File: src/hdl/tapcc_pkg.sv
// Package for the two-arm positioner collision check.
// Holds widths, register indexes, CORDIC constants and the arctangent table.
`default_nettype none
package tapcc_pkg;
    localparam int ANGLE_BITS_DEF    = 16;
    localparam int COORD_BITS_DEF    = 24;
    localparam int CORDIC_STAGES_DEF = 16;
    localparam int REG_BITS          = 16;
    localparam int CFG_IDX_BITS      = 2;
    localparam int ATAN_LEN          = 24;
    localparam logic [31:0] KINV_Q31 = 32'd1304065748;

    localparam logic [CFG_IDX_BITS-1:0] REG_FIRST_ARM  = 2'd0;
    localparam logic [CFG_IDX_BITS-1:0] REG_SECOND_ARM = 2'd1;
    localparam logic [CFG_IDX_BITS-1:0] REG_RADIUS_A   = 2'd2;
    localparam logic [CFG_IDX_BITS-1:0] REG_RADIUS_B   = 2'd3;

    // atan(2^-i) in units of 2^-32 turn; zero past the table
    function automatic logic [31:0] atan_turns(input int i);
        logic [31:0] t;
        case (i)
            0: t = 32'd536870912;  1: t = 32'd316933406;  2: t = 32'd167458907;
            3: t = 32'd85004756;   4: t = 32'd42667331;   5: t = 32'd21354465;
            6: t = 32'd10679838;   7: t = 32'd5340245;    8: t = 32'd2670163;
            9: t = 32'd1335087;    10: t = 32'd667544;    11: t = 32'd333772;
            12: t = 32'd166886;    13: t = 32'd83443;     14: t = 32'd41722;
            15: t = 32'd20861;     16: t = 32'd10430;     17: t = 32'd5215;
            18: t = 32'd2608;      19: t = 32'd1304;      20: t = 32'd652;
            21: t = 32'd326;       22: t = 32'd163;       23: t = 32'd81;
            default: t = 32'd0;
        endcase
        return t;
    endfunction
endpackage
`default_nettype wire

File: src/hdl/tapcc_rotator.sv
// Pipelined CORDIC rotator: turns (len, angle) into a rounded vector.
// Depends on tapcc_pkg. One stage per CORDIC step plus an input and output stage.
`default_nettype none
module tapcc_rotator
    import tapcc_pkg::*;
#(
    parameter int ANGLE_BITS    = ANGLE_BITS_DEF,
    parameter int CORDIC_STAGES = CORDIC_STAGES_DEF
) (
    input  wire logic                  clk,
    input  wire logic                  en,
    input  wire logic [REG_BITS-1:0]   len,
    input  wire logic [ANGLE_BITS-1:0] angle,
    output logic signed [REG_BITS+1:0] dx,
    output logic signed [REG_BITS+1:0] dy
);
    // internal precision: len * Kinv >> 23 has up to 24 bits, plus growth
    localparam int W = REG_BITS + 14;

    logic signed [W-1:0] x_reg [CORDIC_STAGES+1];
    logic signed [W-1:0] y_reg [CORDIC_STAGES+1];
    logic signed [32:0]  z_reg [CORDIC_STAGES+1];
    logic                flip_reg [CORDIC_STAGES+1];
    logic [31:0]         a32;
    logic                flip_in;
    logic [31:0]         a_adj;
    logic [47:0]         prod;
    logic signed [W-1:0] xr, yr;

    // entry: quadrant fold and gain-compensated start vector
    always_comb
    begin
        a32     = {angle, {(32-ANGLE_BITS){1'b0}}};
        flip_in = a32[31] ^ a32[30];
        a_adj   = flip_in ? (a32 + 32'h8000_0000) : a32;
        prod    = {32'd0, len} * {16'd0, KINV_Q31};
    end

    always_ff @(posedge clk)
    begin
        if (en)
        begin
            x_reg[0]    <= W'($signed({1'b0, prod[47:23]}));
            y_reg[0]    <= '0;
            z_reg[0]    <= {a_adj[31], a_adj};
            flip_reg[0] <= flip_in;
        end
    end

    // rotation steps
    for (genvar i = 0; i < CORDIC_STAGES; i++) begin : g_step
        localparam logic [31:0] T = atan_turns(i);
        always_ff @(posedge clk)
        begin
            if (en)
            begin
                if (!z_reg[i][32])
                begin
                    x_reg[i+1] <= x_reg[i] - (y_reg[i] >>> i);
                    y_reg[i+1] <= y_reg[i] + (x_reg[i] >>> i);
                    z_reg[i+1] <= z_reg[i] - $signed({1'b0, T});
                end
                else
                begin
                    x_reg[i+1] <= x_reg[i] + (y_reg[i] >>> i);
                    y_reg[i+1] <= y_reg[i] - (x_reg[i] >>> i);
                    z_reg[i+1] <= z_reg[i] + $signed({1'b0, T});
                end
                flip_reg[i+1] <= flip_reg[i];
            end
        end
    end

    // rounding and unfold
    always_comb
    begin
        xr = (x_reg[CORDIC_STAGES] + W'(128)) >>> 8;
        yr = (y_reg[CORDIC_STAGES] + W'(128)) >>> 8;
    end

    always_ff @(posedge clk)
    begin
        if (en)
        begin
            dx <= flip_reg[CORDIC_STAGES] ? -xr[REG_BITS+1:0] : xr[REG_BITS+1:0];
            dy <= flip_reg[CORDIC_STAGES] ? -yr[REG_BITS+1:0] : yr[REG_BITS+1:0];
        end
    end
endmodule
`default_nettype wire

File: config.mk
export PLATFORM = sky130hd
export DESIGN_NAME = tapcc_rotator
export DESIGN_NICKNAME = d
export VERILOG_FILES = /design/src/hdl/tapcc_pkg.sv /design/src/hdl/tapcc_rotator.sv
export SDC_FILE = /design/constraint.sdc
export NUM_CORES = 2
export LEC_CHECK = 0
export BUFFER_PORTS_ARGS = -buffer_cell sky130_fd_sc_hd__buf_2
export CORE_ASPECT_RATIO = 0.9
export CORE_MARGIN = 1
export CORE_UTILIZATION = 40
export DETAILED_ROUTE_END_ITERATION = 10
export GPL_TIMING_DRIVEN = 1
export PLACE_DENSITY = 0.57
export SLEW_MARGIN = 20
export SYNTH_ARGS = -nofsm -noshare
export SYNTH_HDL_FRONTEND = slang
export SYNTH_SLANG_ARGS = --single-unit
File: constraint.sdc
create_clock -name clk -period 10.8 [get_ports clk]
set_input_delay 3.24 -clock clk [delete_from_list [all_inputs] [get_ports clk]]
set_output_delay 3.24 -clock clk [all_outputs]
set_load 0.1 [all_outputs]
==> flow_summary_export.csv <==
group,metric,value,unit
setup_path,critPathTopFamily,"adder cells",
placement,placed_cell_area,130000,sq um
timing,period_needed,9.29,ns
setup_path,worstSetupPathType,"in2reg",
detailed_routing,final_antenna_net_count,0,
clocking,clock-sinks,1445,
clocking,cts_tree,"built",
setup_path,cpPeakStageDelay,0.65,ns
timing,rsz0062_at_grt,"no",
timing,finalSetupViolations,0,
synth,synth_edf_count,1445,
clocking,cts.clk_slew.worst_paths,0.07,ns
synth,synth_cell_types,89,
setup_path,worst_setup_path_end_kind,"flop",
die,die_x,591,um
cells_and_area,areaGrowthSynthToFinish,9.03,%
setup_path,cp.arrival,9.90,ns
detailed_routing,drc,0,
clocking,cts_buffers,175,
die,rows,194,
timing,worst_pin_slew,1.10,ns
cells_and_area,fin_area,136000,sq um
synth,yosys_warnings,0,
detailed_routing,dr_total_vias,93819,
clocking,post_cts_buffers,0,
timing,finClkSkew,0.110,ns
setup_path,cp_max_fo,7,
timing,slew_headroom,26.2,%
synth,async_flop_share,0,%
outcome,status,"finished clean",
synth,synth_most_common_cell,"ha_1",
cells_and_area,largest_reg_flops,486,
synth,netlist_area,125000,sq um
synth,synth_top_area_share,34.8,%
timing,fmax,108,MHz
timing,fin_crit_sh,86.0,%
die,fp.coreArea,310000,sq um
clocking,clock_path_buffers,4,
detailed_routing,routed_wl,314,mm
synth,synth-main-ff-cell,"edfxtp_1",
setup_path,r2r-start,"x_reg[9][12]",
run,drv_cap,0,
placement,gp_congestion,0.900,
die,die_height,532,um
detailed_routing,wl_per_cell,18.3,um
clocking,hold_buffers,0,
detailed_routing,first_iter_violations,6566,
synth,syn_avg_cell_area,9.73,sq um
setup_path,cp-startpoint,"len[12]",
clocking,worstSkewPairLatency,0.88,ns
worst_hold_path,min_from,"z_reg[0][16]",
global_route,grt_max_degree,189,
die,initial_core_util,40.2,%
timing,hold_viol,0,
synth,yosysTopAreaCell,"edfxtp_1",
cells_and_area,fin_nets,14667,
detailed_routing,via_per_inst,5.45,
clocking,cts_root_buf,"clkbuf_16",
setup_path,critPathBufInv,5,
setup_path,cp_cell_sequence,"buf_2, ha_1, inv_1, fa_1, fa_1, inv_1, fa_1, fa_1, inv_1, fa_1, inv_1, ha_1, a211oi_1, o21ai_0, o211ai_1, o211ai_1, a221o_1, nand3_1, o21ai_0, a21oi_1, o21ai_0, a211oi_1, nor2_1",
synth,syn_inst,12831,
cells_and_area,final_core_util,43.8,%
setup_path,critPathSlowestCell,"fa_1",
cells_and_area,drive_gt1_share,4.26,%
synth,yosys-top-cells-area,"edfxtp_1, ha_1, xnor2_1",
synth,seq_area_frac_synth,34.8,%
setup_path,required,11.42,ns
synth,synth.net_count,14530,
detailed_routing,dr.pass1.iters,6,
global_route,grt_pass1_wl,497,mm
setup_path,start_kind,"primary input",
clocking,htreeDepth,4,
global_route,antenna_found_initial,1,
global_route,overflow,0,
synth,synth_seq_cells,1445,
timing,setup_tns,0,ns
global_route,grt_usage,19.5,%
die,dieArea,314000,sq um
placement,io_buffers,69,
clocking,cts_resized,0,
setup_path,crit_path_frequent_cell,"fa_1",
worst_hold_path,hold_path.class,"reg2reg",
die,ios,70,
synth,netlist_top_cells_count,"ha_1, edfxtp_1, a21oi_1",
global_route,grt_pass1_vias,88642,
timing,slew_violations,0,
placement,hpwlAfterDp,249,mm
## cell usage in the layout, fill, tap and decap left out, types with 60 or more instances in the layout
master     netlist  routed
ha_1          1457    1457
edfxtp_1      1445    1445
a21oi_1       1272    1272
xnor2_1       1187    1187
nor2_1        1025    1025
inv_1          715     713
nand2_1        704     696
o21ai_0        694     694
a21o_1         595     595
xor2_1         588     588
nor3_1         331     331
o21a_1         223     223
nand2b_1       222     222
fa_1           208     208
clkbuf_16        0     177
nand3_1        175     175
nor2b_1        163     163
o21bai_1       160     160
o31ai_1        111     111
and3_1         104     104
or3_1          102     102
nand4_1         87      87
a31oi_1         85      85
a211oi_1        75      74
buf_4            0      70
nor4_1          70      69
buf_2            1      68
and2_1          60      60
mux2i_1         60      60
## final timing paths
kind	to	slack, ns	cells past startpoint
max	x_reg[0][19]	1.51	23
min	z_reg[1][16]	0.41	0
max reg2reg	y_reg[10][29]	4.69	20
min reg2reg	z_reg[1][16]	0.41	0
## area by class of cell
type	count	area, sq um
fill	29872	174000
clock inverter	113	1290
inverter	720	2700
multi-input combinational	10484	78000
sequential	1445	43400
tap	4116	5150
clock buffer	204	4530
antenna	3	7.51
timing repair buffer	142	946
## stage by stage
| stage | hold WS (ns) | setup slack [ns] | cells |
|---|---|---|---|
| after floorplan | 0.400 | 1.88 | 12831 |
| after global placement | 0.402 | 0.564 | 16907 |
| after detailed placement | 0.405 | 0.508 | 16907 |
| after CTS | 0.418 | 1.44 | 17224 |
| after global routing | 0.420 | 1.07 | 17225 |
| final | 0.413 | 1.51 | 17227 |
## cells by family after synthesis
kind of cell	share of synthesized area (%)
muxes	0.800
xor gates and xnor gates	12.5
adders and majority gates	17.9
DFF	34.8
and+or+nand+nor	12.4
buffers and inverters	2.72
AOI/OAI and AO/OA	18.8
## per-layer routing
metal / share of wire (%) / vias to the layer above / GRT usage [%] / wire, um
li1: - / 47478 / - / -
met1: 49 / 44321 / 28.2 / 155000
met2: 45 / 1712 / 31.7 / 141000
met3: 4.0 / 308 / 1.77 / 12600
met4: 1.9 / 0 / 3.92 / 6080
met5: 0 / - / 0 / 0
Power is not shown: default switching activity piles up to over one toggle a cycle in this logic, so the estimate is an artifact.
